--- src/design/plet_pkg.sv ---
`default_nettype none
package plet_pkg;

	localparam int SLOTS     = 64;
	localparam int SLOT_W    = 6;
	localparam int SIZE_W    = 48;
	localparam int HITS_W    = 32;
	localparam int TIME_W    = 64;
	localparam int USED_W    = 54;

	typedef enum logic [1:0] {
		MODE_WRITE   = 2'd0,
		MODE_RESERVE = 2'd1,
		MODE_REAP    = 2'd2,
		MODE_NONE    = 2'd3
	} mode_t;

	typedef enum logic [2:0] {
		ST_IDLE,
		ST_WRITE,
		ST_SEARCH,
		ST_DECIDE,
		ST_DONE
	} state_t;

	typedef struct packed {
		logic [1:0]        mode;
		logic [SLOT_W-1:0] slot;
		logic              entry_present;
		logic [SIZE_W-1:0] entry_size;
		logic [HITS_W-1:0] entry_hits;
		logic [TIME_W-1:0] entry_access_time;
		logic              entry_invalidated;
		logic              entry_leased;
		logic [SIZE_W-1:0] request_bytes;
	} cmd_t;

	typedef struct packed {
		logic [SLOT_W-1:0] result_slot;
		logic              slot_valid;
		logic              granted;
		logic [USED_W-1:0] held_bytes;
		logic              last;
	} rsp_t;

	// candidate token that ripples along the cell chain
	typedef struct packed {
		logic              found;
		logic [SLOT_W-1:0] slot;
		logic [HITS_W-1:0] hits;
		logic [TIME_W-1:0] atime;
		logic [SIZE_W-1:0] size;
	} cand_t;

	// control from sequencer to every cell
	typedef struct packed {
		logic              wr;
		logic              reap;   // select on reap criterion rather than LFU/LRU
		logic              kill;   // clear valid of the chosen slot
		logic [SLOT_W-1:0] kill_slot;
	} cell_ctl_t;

endpackage
`default_nettype wire

--- src/design/plet_cell.sv ---
`default_nettype none
// One slot: holds its entry and passes the better of its own entry and the
// incoming candidate on to the next cell, registered.
module plet_cell (
	input  wire logic                          clk,
	input  wire logic                          arst_n,
	input  wire logic [plet_pkg::SLOT_W-1:0]   my_slot,
	input  wire logic                          wr_sel,
	input  wire plet_pkg::cmd_t                cmd,
	input  wire plet_pkg::cell_ctl_t           ctl,
	input  wire plet_pkg::cand_t               cand_in,
	output plet_pkg::cand_t                    cand_q,
	output logic                               valid_q,
	output logic [plet_pkg::SIZE_W-1:0]        size_q
);
	logic                          inv_q, lease_q;
	logic [plet_pkg::HITS_W-1:0]   hits_q;
	logic [plet_pkg::TIME_W-1:0]   time_q;
	logic                          elig, better;

	// entry storage and valid mark
	always_ff @(posedge clk or negedge arst_n) begin
		if (!arst_n) begin
			valid_q <= 1'b0;
		end else if (ctl.wr && wr_sel) begin
			valid_q <= cmd.entry_present;
		end else if (ctl.kill && ctl.kill_slot == my_slot) begin
			valid_q <= 1'b0;
		end
	end

	always_ff @(posedge clk) begin
		if (ctl.wr && wr_sel) begin
			size_q  <= cmd.entry_size;
			hits_q  <= cmd.entry_hits;
			time_q  <= cmd.entry_access_time;
			inv_q   <= cmd.entry_invalidated;
			lease_q <= cmd.entry_leased;
		end
	end

	// eligibility and comparison; incoming candidate is from a lower slot
	always_comb begin
		if (ctl.reap) begin
			elig   = valid_q && inv_q && !lease_q;
			better = elig && !cand_in.found;
		end else begin
			elig   = valid_q && !inv_q && !lease_q;
			better = elig && (!cand_in.found || hits_q < cand_in.hits ||
				(hits_q == cand_in.hits && time_q < cand_in.atime));
		end
	end

	always_ff @(posedge clk or negedge arst_n) begin
		if (!arst_n) begin
			cand_q <= '0;
		end else if (better) begin
			cand_q <= '{found: 1'b1, slot: my_slot, hits: hits_q,
				atime: time_q, size: size_q};
		end else begin
			cand_q <= cand_in;
		end
	end

endmodule
`default_nettype wire

--- config.mk ---
export PLATFORM = sky130hd
export DESIGN_NAME = plet_cell
export DESIGN_NICKNAME = d
export VERILOG_FILES = /design/src/design/plet_pkg.sv /design/src/design/plet_cell.sv
export SDC_FILE = /design/constraint.sdc
export NUM_CORES = 1
export LEC_CHECK = 0
export ABC_CLOCK_PERIOD_IN_PS = 3200
export BUFFER_PORTS_ARGS = -buffer_cell sky130_fd_sc_hd__buf_2
export CORE_AREA = 2 2 221 223
export DETAILED_ROUTE_END_ITERATION = 10
export DIE_AREA = 0 0 223 225
export GPL_TIMING_DRIVEN = 0
export PLACE_DENSITY_LB_ADDON = 0.15
export REMOVE_ABC_BUFFERS = 1
export SYNTH_ARGS = -nofsm -noshare
export SYNTH_HDL_FRONTEND = slang
export SYNTH_SLANG_ARGS = --single-unit
--- constraint.sdc ---
create_clock -name clk -period 3.2 [get_ports clk]
set_input_delay 0.64 -clock clk [delete_from_list [all_inputs] [get_ports clk]]
set_output_delay 0.64 -clock clk [all_outputs]
set_load 0.02 [all_outputs]
==> results of run 1 <==
[repair_timing]
item	4_1_cts	5_1_grt
gates resized for setup	114	28
buffers inserted	15	6
setup endpoints to repair	151	150
gates cloned	14	1
pin swaps	12	2
[where the power goes]
part,total [W],switching [W],internal (W)
Clock,0.00404,0.00162,0.00242
Sequential,0.00444,0.000109,0.00433
Combinational,0.00155,0.000828,0.000717
[layer usage]
layer,routed length (um),GRT usage,share of wire
met1,15660,0.1801,0.39
met2,19980,0.2741,0.49
met3,3885,0.06506,0.096
met4,961,0.05261,0.024
met5,92,0,0.0023
[cells in the final DEF, fill, tap and decap left out, types with 4 or more instances in the layout]
cell type,count
a21o_1,5
a21oi_1,31
a221oi_1,6
and4_1,4
buf_12,11
buf_16,17
buf_2,514
buf_6,5
buf_8,4
clkbuf_1,13
clkbuf_16,38
clkbuf_8,5
clkinv_1,4
dfrtp_1,152
diode_2,7
edfxtp_1,146
ha_1,92
inv_1,96
mux2_1,16
mux2_2,45
mux2_4,89
nand2_1,25
nand3_1,10
nand4_1,14
nor2_1,4
nor3_1,4
o21ai_0,14
xnor2_1,4
[area by class of cell]
| class | count | area (um2) | area share |
|---|---|---|---|
| diodes | 7 | 17.52 | 0.0009629 |
| clock buffers | 55 | 1044 | 0.05736 |
| clock inverters | 11 | 110.1 | 0.006053 |
| inverters | 96 | 360.3 | 0.01981 |
| multi-input cells | 404 | 4285 | 0.2356 |
| flip-flops and latches | 298 | 8188 | 0.4501 |
| well taps | 615 | 769.5 | 0.04230 |
| repair buffers | 554 | 3417 | 0.1878 |
[kinds of logic after synthesis]
| group | after synthesis |
|---|---|
| AND/OR/NAND/NOR | 80 |
| flip-flops | 298 |
| AO/OA/AOI/OAI | 72 |
| buffers and inverters | 112 |
| XOR/XNOR | 7 |
| multiplexers | 150 |
| adder cells (fa/ha/maj) | 95 |
[worst max path at each step]
stage	slack, ps	startpoint	to	depth (start not counted)
floorplan	-4020	cand_in[143]	cand_q[0]	9
CTS	-150	hits_q[29]	cand_q[85]	12
finish	-50	hits_q[29]	cand_q[20]	13
detailed placement	-1760	cand_in[102]	cand_q[85]	13
global route	-220	hits_q[29]	cand_q[56]	13
global placement	-8820	cand_in[102]	cand_q[2]	10
[registers in the layout, summed over array words and instances, names as in the netlist]
| name | flops |
|---|---|
| cand_q | 151 |
| time_q | 64 |
| size_q | 48 |
| hits_q | 32 |
| inv_q | 1 |
| lease_q | 1 |
| valid_q | 1 |
[per-stage QoR]
stage,setup WS (ps),instances
3_3_place_gp,-8815,1928
5_1_grt,-218.4,2036
3_5_place_dp,-1764,1940
6_report,-52.32,2040
4_1_cts,-147.8,2034
2_1_floorplan,-4023,798
[worst reg2reg max path: stages (launching register included)]
cell	delay (ps)
edfxtp_1	440
ha_4	300
and4_4	220
nand4_1	130
or4_4	480
buf_6	160
nor3_4	150
o32ai_4	120
a41oi_4	260
buf_6	150
buf_8	130
buf_12	130
buf_16	130
mux2_2	330
==> out/metrics.cfg, run 1 <==
[critical_path]
r2r_end=cand_q[20]
critPathBufInv=5
crit_chain=ha_4 > and4_4 > nand4_1 > or4_4 > buf_6 > nor3_4 > o32ai_4 > a41oi_4 > buf_6 > buf_8 > buf_12 > buf_16 > mux2_2
max_stage_delay_ps=480
cp_max_fo=7
slowest_stage=or4_4
start_kind=flop
worst_ep_required_time_ps=3610
cp_top_family=simple AND/OR/NAND/NOR gates
ff2ff_setup_slack_ps=-50
regToRegStartpoint=hits_q[29]
arrival_ps=3670
endpoint_kind=flop
cp_common_cell=buf_6
crit_type=flop to flop
reg2reg_depth=13

[die]
die_area_mm2=0.05018
rows=80
die_h_um=225
core-area_mm2=0.04755
pin_count=572
start_util=0.2628
die_width_um=223

[power]
p_total_w=0.01002
p_per_area_mw_per_mm2=551.1
power_leakage_nw=8.849
peakVddDrop_uv=425.0

[yosys]
syn_inst=814
synth_compound_area_frac=0.03605
yosysMostFrequentCell=dfrtp_1
synth_area_leaders=edfxtp_1 35%, dfrtp_1 30%, ha_1 9.5%
syn_avg_cell_area_um2=15.35
synth_fa_ha_area_frac=0.09513
synth_xor_area_frac=0.004907
yosysWarnings=0
synthSimpleGateAreaFrac=0.03465
synth_edf_count=146
ys_seq_area_frac=0.6553
synth_seq_cells=298
synth_top_area_cell=edfxtp_1
yosys-top-cells-count=152 x dfrtp_1, 146 x edfxtp_1, 96 x inv_1, 95 x ha_1, 89 x mux2_1
ys_types=42
synth_top_family_by_area=multiplexers
synth_top_area_share=0.3509
netlist_area_mm2=0.01249
async_flop_share=0.5101
synthMuxAreaShare=0.1352
ys.flop_type=dfrtp_1

[global_routing]
grt_usage=0.1596
grt_max_degree=81
grt_first_pass_wirelength_mm=59.31
grt_pass1_vias=9452
antenna_found_initial=14
gr-total-overflow=0

[clock_tree]
numCtsBuffers=37
clk_pin_slew_ps=60
cts_hold_buf=0
clock_latency_ps=540
clock_path_buffers=3
cts_tree=built
cts.sinks=298
htree_levels=2
cts_root_buf=clkbuf_16

[timing]
finalCriticalPeriod_ps=3252
holdWs_ps=67.58
maxSlewViolCount=0
fin_crit_sh=1.016
fin_skew_ps=15.35
tightest_slew_ps=683.4
max_freq_ghz=0.3075
maxSlewHeadroom=0.5444
setup_slack_ps=-52.32
tns_ps=-781.2
hold_viol=0
setup_viol=18
rsz0062_at_grt=yes

[drt]
avgRoutedWirePerCell_um=19.89
dr_total_vias=8770
drc=0
postRouteAntennaNets=0
dr.pass1.iters=4
initialDrtViolationCount=272
wl_mm=40.59
avgViaCountPerCell=4.299

[run_status]
violations=setup timing
status=finished with violations

[finish]
area_growth_pct=45.59
final_cell_area_mm2=0.01819
nets=1858
final_layout_size_suffix_gt1_frac=0.5310
nFillCells=4689
post-route-util=0.3826

[worst_hold_path]
min_path_type=input pin to async pin

[placement]
port_buffers=515
place_area_mm2=0.01606
place_hpwl_mm=29.99
gp_congestion=0.7533

[run]
drv_cap=0

Power figures use the tool's default switching activity.
==> run 2, diff against run 1 <==
--- a/config.mk
+++ b/config.mk
@@ -7,9 +7,11 @@
 export LEC_CHECK = 0
 export ABC_CLOCK_PERIOD_IN_PS = 3200
 export BUFFER_PORTS_ARGS = -buffer_cell sky130_fd_sc_hd__buf_2
-export CORE_AREA = 2 2 221 223
+export CELL_PAD_IN_SITES_DETAIL_PLACEMENT = 0
+export CELL_PAD_IN_SITES_GLOBAL_PLACEMENT = 1
+export CORE_AREA = 2 2 223 225
 export DETAILED_ROUTE_END_ITERATION = 10
-export DIE_AREA = 0 0 223 225
+export DIE_AREA = 0 0 225 227
 export GPL_TIMING_DRIVEN = 0
 export PLACE_DENSITY_LB_ADDON = 0.15
 export REMOVE_ABC_BUFFERS = 1
==> out/metrics.cfg, run 2 (synthesized netlist as in run 1, its figures left out) <==
[timing]
maxSlewHeadroom=0.5173  ; was 0.5444
hold_viol=0  ; unchanged
rsz0062_at_grt=yes  ; unchanged
fin_skew_ps=27.09  ; was 15.35 ps
max_freq_ghz=0.3033  ; was 0.3075 GHz
tightest_slew_ps=724.0  ; was 683.4 ps
setup_viol=97  ; was 18
fin_crit_sh=1.030  ; was 1.016
maxSlewViolCount=0  ; unchanged
setup_slack_ps=-97.31  ; was -52.32 ps
finalCriticalPeriod_ps=3297  ; was 3252 ps

[finish]
nFillCells=4812  ; was 4,689
final-seq-area_mm2=0.008188  ; unchanged
largest_reg_flops=151  ; unchanged
final_layout_size_suffix_gt1_frac=0.5265  ; was 0.5310
final_common_cell=buf_2  ; unchanged
largest-register=cand_q  ; unchanged
final_cell_count_no_fill=2062  ; was 2,040
area_growth_pct=47.78  ; was 45.59%
final_cell_mix=514 x buf_2, 152 x dfrtp_1, 146 x edfxtp_1  ; unchanged
reg.largest.list=cand_q x151, time_q x64, size_q x48  ; unchanged
nets=1871  ; was 1,858
multi_input_area_mm2=0.004303  ; was 0.004285 mm2

[critical_path]
slowest_stage=or4_4  ; unchanged
crit_end=cand_q[67]  ; was cand_q[20]
arrival_ps=3710  ; was 3670 ps
cp_common_cell=buf_6  ; unchanged
r2r_end=cand_q[67]  ; was cand_q[20]
worst_ep_required_time_ps=3620  ; was 3610 ps
ff2ff_setup_slack_ps=-100  ; was -50 ps
path_depth=13  ; unchanged
cp_max_fo=7  ; unchanged
cp_top_family=simple AND/OR/NAND/NOR gates  ; unchanged
crit_chain=ha_1 > and4_4 > nand4_1 > or4_4 > buf_6 > nor3_4 > o32ai_4 > a41oi_4 > buf_6 > buf_12 > buf_16 > clkbuf_16 > mux2_4  ; was ha_4 > and4_4 > nand4_1 > or4_4 > buf_6 > nor3_4 > o32ai_4 > a41oi_4 > buf_6 > buf_8 > buf_12 > buf_16 > mux2_2
start_kind=flop  ; unchanged
crit_type=flop to flop  ; unchanged
critPathBufInv=5  ; unchanged
reg2reg_depth=13  ; unchanged
regToRegStartpoint=hits_q[31]  ; was hits_q[29]
crit_start=hits_q[31]  ; was hits_q[29]
max_stage_delay_ps=480  ; about the same
endpoint_kind=flop  ; unchanged

[die]
die_h_um=227  ; was 225 um
start_util=0.2574  ; was 0.2628
die_area_mm2=0.05108  ; was 0.05018 mm2
rows=81  ; was 80
die_width_um=225  ; was 223 um
core-area_mm2=0.04855  ; was 0.04755 mm2
pin_count=572  ; unchanged

[placement]
place_hpwl_mm=30.32  ; was 29.99 mm
port_buffers=515  ; unchanged
dpl_worst_slack_ps=-1359  ; was -1764 ps
gp_congestion=0.7776  ; was 0.7533
dp.cells=1947  ; was 1,940

[clock_tree]
cts.sinks=298  ; unchanged
htree_levels=2  ; unchanged
clock_path_buffers=3  ; unchanged
cts_tree=built  ; unchanged
numCtsBuffers=39  ; was 37
cts_root_buf=clkbuf_16  ; unchanged
clk_pin_slew_ps=60  ; about the same
clock_latency_ps=550  ; was 540 ps

[drt]
postRouteAntennaNets=0  ; unchanged
drc=0  ; unchanged
avgViaCountPerCell=4.258  ; was 4.299
wl_mm=41.14  ; was 40.59 mm
dr_total_vias=8779  ; was 8,770
dr.pass1.iters=4  ; unchanged
initialDrtViolationCount=300  ; was 272
avgRoutedWirePerCell_um=19.95  ; was 19.89 um

[global_routing]
antenna_found_initial=16  ; was 14
grt_pass1_vias=9463  ; was 9,452
gr-total-overflow=0  ; unchanged
grt_usage=0.1563  ; was 0.1596
grt_first_pass_wirelength_mm=58.79  ; was 59.31 mm
grt_max_degree=79  ; was 81

[power]
power_leakage_nw=9.079  ; was 8.849 nW
p_per_area_mw_per_mm2=557.3  ; was 551.1 mW/mm2
p_total_w=0.01029  ; was 0.01002 W
peakVddDrop_uv=370.0  ; was 425.0 uV

[run_status]
violations=setup timing  ; unchanged
status=finished with violations  ; unchanged

[run]
drv_cap=0  ; unchanged

[worst_hold_path]
min_path_type=input pin to async pin  ; unchanged

-- run 2: cell count changes in the layout (fill, tap and decap cells not counted), moves of 5 or more --
cell / before / now
buf_4: 2 / 7
clkbuf_16: 38 / 49
clkbuf_8: 5 / 0
clkinv_2: 2 / 8
mux2_1: 16 / 26
mux2_2: 45 / 17
mux2_4: 89 / 107
-- run 2: layout make-up --
type / instances / share of cell area
clock inverters: 16 / 0.008742
diodes: 6 / 0.0008132
flip-flops and latches: 298 / 0.4434
clock buffers: 55 / 0.05841
multi-input cells: 404 / 0.2330
well taps: 622 / 0.04215
inverters: 96 / 0.01952
repair buffers: 565 / 0.1939
-- run 2: worst min-delay path by stage --
stage | slack [ps] | endpoint | depth (start not counted)
6_report | 80 | cand_q[133] | 1
5_1_grt | 120 | cand_q[133] | 1
4_1_cts | 100 | cand_q[133] | 1
3_5_place_dp | 480 | cand_q[112] | 1
3_3_place_gp | 470 | cand_q[112] | 1
2_1_floorplan | 340 | cand_q[0] | 0
-- run 2: power by group --
group          switching (W)  internal [W]
combinational       0.000828      0.000740
sequential          0.000104       0.00433
clock                0.00169       0.00259
-- run 2: what timing repair did --
action / in CTS / in global routing
gates resized for setup: 50 / 108
hold buffers: 0 / 0
pin swaps: 10 / 3
setup endpoints to repair: 151 / 149
gates cloned: 7 / 8
buffers inserted: 13 / 12
-- run 2: routing by layer --
metal | GRT usage | wire [um] | part of all wire
met1 | 0.1820 | 16430 | 0.40
met2 | 0.2627 | 19990 | 0.49
met3 | 0.06569 | 3621 | 0.088
met4 | 0.04614 | 955 | 0.023
met5 | 0 | 140 | 0.0034
-- run 2: worst register-to-register path, delay by kind of cell (launching register included) --
kind	cells	cell delay, ps
and+or+nand+nor	4	1050
buffers and inverters	5	760
DFF	1	390
AOI/OAI and AO/OA	2	380
adders and majority gates	1	310
muxes	1	300
-- run 2: through the flow --
stage | TNS, ps | hold slack [ps] | utilization | instance area, um2
finish | -3761 | 79.90 | 0.3803 | 18460
floorplan | -783460 | 344.4 | - | 12370
detailed placement | -143190 | 477.0 | 0.3302 | 16030
global route | -23630 | 117.5 | 0.3801 | 18450
global placement | -2151990 | 470.6 | 0.3240 | 15730
CTS | -22320 | 96.19 | 0.3664 | 17790
