<file path="src/design/plet_pkg.sv">
`default_nettype none
package plet_pkg;

	localparam int SLOTS     = 64;
	localparam int SLOT_W    = 6;
	localparam int SIZE_W    = 48;
	localparam int HITS_W    = 32;
	localparam int TIME_W    = 64;
	localparam int USED_W    = 54;

	typedef enum logic [1:0] {
		MODE_WRITE   = 2'd0,
		MODE_RESERVE = 2'd1,
		MODE_REAP    = 2'd2,
		MODE_NONE    = 2'd3
	} mode_t;

	typedef enum logic [2:0] {
		ST_IDLE,
		ST_WRITE,
		ST_SEARCH,
		ST_DECIDE,
		ST_DONE
	} state_t;

	typedef struct packed {
		logic [1:0]        mode;
		logic [SLOT_W-1:0] slot;
		logic              entry_present;
		logic [SIZE_W-1:0] entry_size;
		logic [HITS_W-1:0] entry_hits;
		logic [TIME_W-1:0] entry_access_time;
		logic              entry_invalidated;
		logic              entry_leased;
		logic [SIZE_W-1:0] request_bytes;
	} cmd_t;

	typedef struct packed {
		logic [SLOT_W-1:0] result_slot;
		logic              slot_valid;
		logic              granted;
		logic [USED_W-1:0] held_bytes;
		logic              last;
	} rsp_t;

	// candidate token that ripples along the cell chain
	typedef struct packed {
		logic              found;
		logic [SLOT_W-1:0] slot;
		logic [HITS_W-1:0] hits;
		logic [TIME_W-1:0] atime;
		logic [SIZE_W-1:0] size;
	} cand_t;

	// control from sequencer to every cell
	typedef struct packed {
		logic              wr;
		logic              reap;   // select on reap criterion rather than LFU/LRU
		logic              kill;   // clear valid of the chosen slot
		logic [SLOT_W-1:0] kill_slot;
	} cell_ctl_t;

endpackage
`default_nettype wire

</file>
<file path="src/design/plet_seq.sv">
`default_nettype none
// Sequencer: runs writes and searches down the chain and forms the results.
module plet_seq (
	input  wire logic                          clk,
	input  wire logic                          arst_n,
	input  wire logic                          start,
	input  wire plet_pkg::cmd_t                cmd,
	input  wire logic [plet_pkg::SIZE_W-1:0]   capacity_bytes,
	input  wire plet_pkg::cand_t               chain_out,
	input  wire logic [plet_pkg::USED_W-1:0]   sum_total,
	output logic                               busy,
	output plet_pkg::cmd_t                     cmd_q,
	output plet_pkg::cell_ctl_t                ctl,
	output logic                               strobe,
	output plet_pkg::rsp_t                     result,
	output logic                               closing
);
	localparam int CNT_W = $clog2(plet_pkg::SLOTS + 2);
	localparam logic [CNT_W-1:0] WAIT = CNT_W'(plet_pkg::SLOTS + 1);

	plet_pkg::state_t state_q, state_d;
	logic [CNT_W-1:0]             cnt_q;
	logic [plet_pkg::USED_W-1:0]  used_q;
	logic                         any_q;
	logic                         need;

	// used + req > capacity, in 55 bits
	assign need = ({1'b0, used_q} + 55'(cmd_q.request_bytes)) >
		55'(capacity_bytes);

	always_comb begin
		state_d = state_q;
		unique case (state_q)
			plet_pkg::ST_IDLE:   if (start) state_d = (cmd.mode == plet_pkg::MODE_WRITE) ?
				plet_pkg::ST_WRITE : plet_pkg::ST_SEARCH;
			plet_pkg::ST_WRITE:  state_d = plet_pkg::ST_DONE;
			plet_pkg::ST_SEARCH: if (cnt_q == WAIT) state_d = plet_pkg::ST_DECIDE;
			plet_pkg::ST_DECIDE: state_d = plet_pkg::ST_SEARCH;
			plet_pkg::ST_DONE:   state_d = plet_pkg::ST_IDLE;
			default:             state_d = plet_pkg::ST_IDLE;
		endcase
		if (state_q == plet_pkg::ST_DECIDE) begin
			if (cmd_q.mode == plet_pkg::MODE_NONE) state_d = plet_pkg::ST_IDLE;
			else if (cmd_q.mode == plet_pkg::MODE_RESERVE && !need)
				state_d = plet_pkg::ST_IDLE;
			else if (!chain_out.found) state_d = plet_pkg::ST_IDLE;
		end
	end

	// final decision of a reserve, reap or undefined command
	assign closing = (state_q == plet_pkg::ST_DECIDE) && (state_d == plet_pkg::ST_IDLE);

	// outputs to cells and the result port
	always_comb begin
		ctl       = '0;
		strobe    = 1'b0;
		result    = '0;
		busy      = (state_q != plet_pkg::ST_IDLE);
		ctl.reap  = (cmd_q.mode == plet_pkg::MODE_REAP);
		ctl.wr    = (state_q == plet_pkg::ST_WRITE);
		ctl.kill_slot = chain_out.slot;
		result.held_bytes = used_q;
		if (state_q == plet_pkg::ST_DONE) begin
			strobe = 1'b1;
			result.granted = 1'b1;
			result.held_bytes = sum_total;
			result.last = 1'b1;
		end else if (state_q == plet_pkg::ST_DECIDE) begin
			if (cmd_q.mode == plet_pkg::MODE_NONE) begin
				strobe = 1'b1;
				result.last = 1'b1;
			end else if (cmd_q.mode == plet_pkg::MODE_RESERVE && !need) begin
				strobe = !any_q;
				result.granted = 1'b1;
				result.last = 1'b1;
			end else if (!chain_out.found) begin
				strobe = !any_q;
				result.granted = (cmd_q.mode == plet_pkg::MODE_REAP);
				result.last = 1'b1;
			end else begin
				strobe = 1'b1;
				ctl.kill = 1'b1;
				result.slot_valid = 1'b1;
				result.result_slot = chain_out.slot;
				result.held_bytes = used_q - plet_pkg::USED_W'(chain_out.size);
			end
		end
	end

	// an eviction result is held one decision so that last can be set on it;
	// so removals are delivered late by one decision round
	always_ff @(posedge clk or negedge arst_n) begin
		if (!arst_n) begin
			state_q <= plet_pkg::ST_IDLE;
			cnt_q   <= '0;
			any_q   <= 1'b0;
		end else begin
			state_q <= state_d;
			if (state_q == plet_pkg::ST_SEARCH) cnt_q <= cnt_q + 1'b1;
			else cnt_q <= '0;
			if (state_q == plet_pkg::ST_IDLE) any_q <= 1'b0;
			else if (ctl.kill) any_q <= 1'b1;
		end
	end

	always_ff @(posedge clk) begin
		if (state_q == plet_pkg::ST_IDLE && start) cmd_q <= cmd;
		if (state_q == plet_pkg::ST_SEARCH && cnt_q == '0 && !any_q)
			used_q <= sum_total;
		else if (ctl.kill) used_q <= result.held_bytes;
	end

endmodule
`default_nettype wire

</file>
<file path="config.mk">
export PLATFORM = sky130hd
export DESIGN_NAME = plet_seq
export DESIGN_NICKNAME = d
export VERILOG_FILES = /design/src/design/plet_pkg.sv /design/src/design/plet_seq.sv
export SDC_FILE = /design/constraint.sdc
export NUM_CORES = 1
export LEC_CHECK = 0
export BUFFER_PORTS_ARGS = -buffer_cell sky130_fd_sc_hd__buf_4
export CAP_MARGIN = 20
export CORE_AREA = 2 2 284 286
export CTS_CLUSTER_DIAMETER = 30
export CTS_CLUSTER_SIZE = 20
export DETAILED_ROUTE_END_ITERATION = 10
export DIE_AREA = 0 0 286 288
export PLACE_DENSITY = 0.47
export RECOVER_POWER = 25
export SYNTH_ARGS = -nofsm -noshare
export SYNTH_HDL_FRONTEND = slang
export SYNTH_SLANG_ARGS = --single-unit
</file>
<file path="constraint.sdc">
create_clock -name clk -period 30.8 [get_ports clk]
set_input_delay 0 -clock clk [delete_from_list [all_inputs] [get_ports clk]]
set_output_delay 0 -clock clk [all_outputs]
set_load 0.03 [all_outputs]
</file>
==> flow_summary.json, run 1 <==
{
  "crit_chain": "ha_1 > nand4_1 > nor4_1 > nand4_1 > nand2_1 > nor3_1 > o31ai_1 > xor2_1 > ha_1 > nand4_1 > nor3_1 > nand4_1 > or4_1 > mux2i_1 > a21o_1 > o2111a_1 > o2111ai_4 > nand2_2 > buf_4 > inv_2 > buf_4 > mux2i_1 > a21oi_1 > buf_4",
  "cts_buffers": 84,
  "r2r_slack_ps": 22510,
  "leakagePower_nw": 12.2,
  "via_count": 17434,
  "tns_ps": 0,
  "synthesis.nets": 2333,
  "finalCritPeriodShare_pct": 28.8,
  "synth_top_area_share_pct": 44.9,
  "vias_per_cell": 4.61,
  "gp_congestion": 0.920,
  "maxSlewHeadroom_pct": 31.2,
  "rsz0062_at_grt": "false",
  "async_flop_share_pct": 4.10,
  "cap_viol_max_count": 0,
  "rows": 104,
  "pin_count": 737,
  "dpl.hpwl_mm": 60.2,
  "r2r-end": "used_q[26]",
  "layout_common_cells": "448 x buf_4, 261 x dlygate4sd3_1, 257 x edfxtp_1",
  "cts.sinks": 268,
  "synth_cell_types": 83,
  "yosysSeqAreaShare_pct": 46.5,
  "cp_slowest_cell": "nor4_1",
  "initial_core_util_pct": 21.6,
  "drc": 0,
  "ys_seq_elements": 268,
  "arrival_ps": 8880,
  "cts-root-buf": "clkbuf_16",
  "coreArea_mm2": 0.0796,
  "synth_edf_count": 257,
  "nets": 3258,
  "ir_worst_vdd_uv": 62.6,
  "cts_htree_levels": 3,
  "worstPathBufferInverterCount": 4,
  "synth.avg_cell_area_um2": 9.97,
  "grt_max_degree": 80,
  "rr_worst_depth": 23,
  "rr_startpoint": "used_q[28]",
  "synth_area_mm2": 0.0172,
  "post-place-ws_ps": 22470,
  "grt_overflow": 0,
  "die-area_mm2": 0.0824,
  "final_cells": 3779,
  "clk_latency_ps": 630,
  "drt-wirelength-per-cell_um": 20.2,
  "critical_path.endpoint": "result[27]",
  "grt_pass1_wl_mm": 110,
  "timing_worst_setup_path_type": "reg2out",
  "cellPowerDensity_mw_per_mm2": 58.6,
  "finalCriticalPeriod_ps": 8880,
  "cts_tree": "done",
  "clk_pin_slew_worst_paths_ps": 40,
  "synth_flop_cell": "edfxtp_1",
  "fin_worst_skew_ps": 56.9,
  "postSynthCellCount": 1725,
  "die_w_um": 286,
  "max_freq_ghz": 0.113,
  "cpPeakStageDelay_ps": 860,
  "die_h_um": 288,
  "status": "finished, final reports clean",
  "hold_buffers": 261,
  "grt_antenna_before_repair": 3,
  "cts_setup_buffers": 0,
  "slew_viol_final": 0,
  "synth_area_leaders": "edfxtp_1 45%, ha_1 11%, a21oi_1 4.5%, nand2_1 3.6%, nor2_1 3.2%",
  "cts.repair.resized": 0,
  "worst_setup_path_start_kind": "flip-flop",
  "drtAntennaViolNets": 0,
  "wirelength_mm": 76.2,
  "finalHoldViolCount": 0,
  "worst_slack_ps": 21920,
  "setup_viol": 0,
  "crit_cells": 24,
  "grt_pass1_vias": 18399,
  "critical-path-top-cell-by-count": "nand4_1",
  "crit_family": "simple AND/OR/NAND/NOR gates",
  "dpl.cell_count": 3363,
  "final_common_cell": "buf_4",
  "port_buffers": 640,
  "grt_use_total_pct": 17.8,
  "area_growth_pct": 66.9,
  "yosysTopAreaCell": "edfxtp_1",
  "required_ps": 30800,
  "initialDrtViolationCount": 876,
  "crit_path_end_kind": "output pin",
  "cp_max_fo": 51,
  "hp-class": "in2reg",
  "p_total_mw": 1.68,
  "yosys_warnings": 0,
  "crit_start": "used_q[28]",
  "dr.pass1.iters": 5,
  "clockBufferDepth": 3,
  "tightest_slew_ps": 1030,
  "final_layout_size_suffix_gt1_share_pct": 29.3
}
worst register-to-register path: stages (launching register included):
cell and delay [ps]:
edfxtp_1 510, ha_1 480, nand4_1 210, nor4_1 860, nand4_1 460, nand2_1 170
nor3_1 80, o31ai_1 640, xor2_1 200, ha_1 340, nand4_1 130, nor3_1 430
nand4_1 220, or4_1 630, mux2i_1 180, a21o_1 150, o2111a_1 300, o2111ai_4 230
nand2_2 100, buf_4 450, inv_2 110, buf_4 350, mux2i_1 620, o21ai_1 110
per-stage QoR:
stage / hold WS [ps] / area [um2] / util (%)
2_1_floorplan: -296 / 17200 / -
3_3_place_gp: -160 / 23100 / 29.0
3_5_place_dp: -153 / 23100 / 29.0
4_1_cts: 1.45 / 28800 / 36.1
5_1_grt: 45.2 / 28700 / 36.1
6_report: 59.1 / 28700 / 36.1
sequential cells by signal (all words and copies together), names as in the netlist:
register and cells:
cnt_q 7, any_q 1, cmd_q 203, used_q 54, state_q 3
cell type report:
| cell class | count | area, um2 |
|---|---|---|
| clock inverters | 52 | 851 |
| repair buffers | 912 | 7450 |
| well taps | 1060 | 1330 |
| clock buffers | 100 | 2180 |
| fillers | 8006 | 50900 |
| diodes | 3 | 7.51 |
| flip-flops and latches | 268 | 7990 |
| inverters | 128 | 480 |
| multi-input cells | 1256 | 8420 |
logic make-up (layout without fill, tap and decap cells):
kind of cell	count (synthesis)	after routing	synth area share (%)
simple gates	505	505	13.9
compound gates	497	497	18.6
flops	268	268	46.5
buf+inv	201	1192	4.75
fa+ha+maj	149	149	10.9
xor+xnor	92	92	4.68
mux	13	13	0.785
other cells	0	3	0
worst min path at each step:
stage | from | to | slack (ps) | cells after the start
6_report | chain_out[0] | used_q[0] | 60 | 5
5_1_grt | cmd[137] | cmd_q[137] | 50 | 2
4_1_cts | chain_out[0] | used_q[0] | 1 | 5
3_5_place_dp | arst_n | cnt_q[6] | -150 | 1
3_3_place_gp | arst_n | state_q[0] | -160 | 1
2_1_floorplan | arst_n | any_q | -300 | 0
cells in the mapped netlist (20+ instances only):
| library cell | count |
|---|---|
| nand2_1 | 165 |
| inv_1 | 127 |
| a21o_1 | 37 |
| nor3_1 | 30 |
| o21a_1 | 24 |
| ha_1 | 147 |
| nand3_1 | 32 |
| o21ai_0 | 77 |
| clkbuf_1 | 42 |
| a31oi_1 | 58 |
| xnor2_1 | 55 |
| a21oi_1 | 155 |
| buf_2 | 20 |
| xor2_1 | 37 |
| edfxtp_1 | 257 |
| nor2_1 | 145 |
| nand4_1 | 37 |
per-layer routing:
layer | global-route usage, % | up-vias | part of all wire [%]
li1 | - | 8307 | -
met1 | 20.5 | 8335 | 40
met2 | 30.8 | 635 | 49
met3 | 4.18 | 155 | 5.6
met4 | 8.94 | 2 | 4.7
met5 | 0 | - | 0.021
report_power, final:
group | switching [mW] | total [mW] | internal [mW]
clock network | 0.269 | 0.915 | 0.646
logic | 0.177 | 0.324 | 0.147
registers | 0.0191 | 0.441 | 0.422
total | 0.465 | 1.68 | 1.22
Power figures use the tool's default switching activity.
==> run 2: changes to the inputs <==
--- a/config.mk
+++ b/config.mk
@@ -5,14 +5,15 @@
 export SDC_FILE = /design/constraint.sdc
 export NUM_CORES = 1
 export LEC_CHECK = 0
+export ABC_AREA = 1
 export BUFFER_PORTS_ARGS = -buffer_cell sky130_fd_sc_hd__buf_4
 export CAP_MARGIN = 20
-export CORE_AREA = 2 2 284 286
+export CORE_AREA = 2 2 290 292
 export CTS_CLUSTER_DIAMETER = 30
 export CTS_CLUSTER_SIZE = 20
 export DETAILED_ROUTE_END_ITERATION = 10
-export DIE_AREA = 0 0 286 288
-export PLACE_DENSITY = 0.47
+export DIE_AREA = 0 0 292 294
+export PLACE_DENSITY = 0.48
 export RECOVER_POWER = 25
 export SYNTH_ARGS = -nofsm -noshare
 export SYNTH_HDL_FRONTEND = slang
==> constraint.sdc (replaced) <==
create_clock -name clk -period 8.2 [get_ports clk]
set_input_delay 0 -clock clk [delete_from_list [all_inputs] [get_ports clk]]
set_output_delay 0 -clock clk [all_outputs]
set_load 0.03 [all_outputs]
==> run 2 against run 1 <==
Sequential share of layout area down 1.5 points. Synthesized cell count up 39%. Critical path type unchanged. Critical endpoint is now result[32]. Area after synthesis up 11%.
==> flow_summary.json, run 2 <==
{
  "top_regs": "cmd_q: 203 flops, used_q: 54 flops, cnt_q: 7 flops",
  "async_flop_share_pct": 4.10,
  "synth_common_cells": "656 x nand2_1, 367 x inv_1, 257 x edfxtp_1",
  "crit_start": "used_q[17]",
  "port_buffers": 640,
  "slew_viol_final": 0,
  "clk_pin_slew_worst_paths_ps": 40,
  "regMostFlops": "cmd_q",
  "clockBufferDepth": 3,
  "nFillCells": 8590,
  "tns_ps": 0,
  "synthesis.nets": 3012,
  "synth_edf_count": 257,
  "fin_worst_skew_ps": 41.0,
  "final_common_cell": "nand2_1",
  "synth_top_area_share_pct": 40.5,
  "cts.sinks": 268,
  "final_cells": 4493,
  "leakagePower_nw": 14.3,
  "coreArea_mm2": 0.0829,
  "die_h_um": 294,
  "dpl.hpwl_mm": 71.5,
  "initialDrtViolationCount": 895,
  "required_ps": 8200,
  "synth.avg_cell_area_um2": 7.92,
  "grt_pass1_vias": 20312,
  "grt_use_total_pct": 19.7,
  "yosysMostFrequentCell": "nand2_1",
  "postSynthCellCount": 2404,
  "cp_max_fo": 64,
  "arrival_ps": 7030,
  "top_usage_layer": "met2",
  "setup_viol": 0,
  "largest_reg_flops": 203,
  "maxSlewHeadroom_pct": 31.0,
  "rows": 106,
  "grt_antenna_before_repair": 9,
  "area_growth_pct": 59.5,
  "die_w_um": 292,
  "met3_usage_pct": 4.57,
  "wirelength_mm": 87.2,
  "nets": 3953,
  "dpl-instance-area_mm2": 0.0251,
  "hp-class": "in2reg",
  "max_freq_ghz": 0.142,
  "finalCriticalPeriod_ps": 7030,
  "tightest_slew_ps": 1020,
  "clk_latency_ps": 650,
  "fin_hold_ws_ps": 86.8,
  "finalHoldViolCount": 0,
  "p_total_mw": 11.3,
  "grt_max_degree": 86,
  "die-area_mm2": 0.0858,
  "dr.pass1.iters": 6,
  "synth_area_leaders": "edfxtp_1 41%, nand2_1 13%, ha_1 9.7%, inv_1 7.2%, nand3_1 4.9%",
  "cts_tree": "done",
  "grt_overflow": 0,
  "yosys_warnings": 0,
  "yosysSeqAreaShare_pct": 42.0,
  "synth_cell_types": 43,
  "cellPowerDensity_mw_per_mm2": 372,
  "rsz0062_at_grt": "false",
  "drt-wirelength-per-cell_um": 19.4,
  "synth_flop_cell": "edfxtp_1",
  "rr_startpoint": "used_q[17]",
  "cts-root-buf": "clkbuf_16",
  "hp-start": "cmd[163]",
  "use_met1_pct": 21.9,
  "drtAntennaViolNets": 0,
  "crit_path_end_kind": "output pin",
  "finalCritPeriodShare_pct": 85.8,
  "cap_viol_max_count": 0,
  "layout_common_cells": "654 x nand2_1, 443 x buf_4, 366 x inv_1",
  "cts_htree_levels": 3,
  "met2_usage_pct": 37.0,
  "final_cell_area_mm2": 0.0304,
  "drc": 0,
  "ir_worst_vdd_uv": 229,
  "timing_worst_setup_path_type": "reg2out",
  "synth_area_mm2": 0.0190,
  "worst_setup_path_start_kind": "flip-flop",
  "ys_seq_elements": 268,
  "pin_count": 737,
  "status": "finished, final reports clean",
  "via_count": 19877,
  "cts_buffers": 81,
  "gp_congestion": 0.924,
  "final_layout_size_suffix_gt1_share_pct": 23.1,
  "cts_setup_buffers": 0,
  "grt_pass1_wl_mm": 125,
  "dpl.cell_count": 4082,
  "vias_per_cell": 4.42,
  "initial_core_util_pct": 23.0,
  "yosysTopAreaCell": "edfxtp_1"
}
run 2: changes by cell type after synthesis, moves of 15 or more:
| cell | change |
|---|---|
| nand2_1 | +491 |
| inv_1 | +240 |
| nand3_1 | +154 |
| nor2_1 | +40 |
| a31oi_1 | -37 |
| a21o_1 | -25 |
| xnor2_1 | -21 |
| a21oi_1 | -18 |
| xor2_1 | +18 |
| buf_2 | -15 |
| nand4_1 | -15 |
| o21ai_1 | -15 |
run 2: cell type report:
class / count / area, um2 / area share (%)
antenna: 2 / 5.00 / 0.0165
clock buffer: 88 / 2050 / 6.76
clock inverter: 61 / 714 / 2.35
inverter: 376 / 1420 / 4.67
multi-input combinational: 1710 / 9410 / 31.0
sequential: 268 / 7990 / 26.3
tap: 1080 / 1350 / 4.45
timing repair buffer: 908 / 7430 / 24.5
run 2: timing repair:
item / in CTS / in global routing
hold endpoints to repair: 270 / 0
resized for setup: 0 / 0
hold buffers: 260 / 0
run 2: metal layers:
layer / share of wire, % / routed length, um
met1: 39 / 34300
met5: 0.089 / 78
met2: 52 / 45600
met3: 5.6 / 4900
met4: 2.7 / 2320
run 2: logic make-up (layout without fill, tap and decap cells):
| family | after synthesis | in the layout | share of synthesized area, % |
|---|---|---|---|
| compound gates | 341 | 341 | 10.4 |
| fa+ha+maj | 149 | 149 | 9.87 |
| buf+inv | 426 | 1433 | 8.72 |
| other cells | 0 | 2 | 0 |
| xor+xnor | 89 | 89 | 4.09 |
| flops | 268 | 268 | 42.0 |
| simple gates | 1131 | 1131 | 24.9 |
run 2: power breakdown:
part | leakage (nW) | total (mW) | switching (mW) | internal (mW)
clock network | 1.34 | 3.12 | 0.994 | 2.13
logic | 10.4 | 5.92 | 3.86 | 2.06
registers | 2.50 | 2.27 | 0.324 | 1.95
run 2: worst paths after layout:
| path | end | slack [ps] | cells past startpoint |
|---|---|---|---|
| hold reg to reg | state_q[2] | 490 | 1 |
| setup / recovery | result[32] | 1170 | 24 |
| min in group asynchronous | cnt_q[0] | 420 | 3 |
| setup reg to reg | used_q[5] | 1780 | 21 |
| hold / removal | cmd_q[163] | 90 | 2 |
| max in group asynchronous | state_q[2] | 7400 | 3 |
run 2: critical path, cell delays in order, from the launching register on:
cell and delay (ps):
edfxtp_1 510, ha_1 410, nand2_1 160, nor2_1 170
nand2_1 60, inv_1 70, nand4_1 90, nand3_1 290
inv_1 70, o21bai_1 220, a21oi_1 140, o31ai_1 380
xor2_1 150, ha_1 300, nand4_1 180, nor3_1 440
nand4_1 280, nand2_1 260, nand2_4 450, nand2_2 790
buf_12 280, nand2_1 70, nand3_1 230, o21a_1 200
buf_4 170
run 2: stage by stage:
stage / worst slack (ps) / util (%)
finish: 1170 / 36.6
global route: 733 / 36.6
CTS: 931 / 36.7
detailed placement: 1620 / 30.2
global placement: 1680 / 30.2
floorplan: 2770 / -
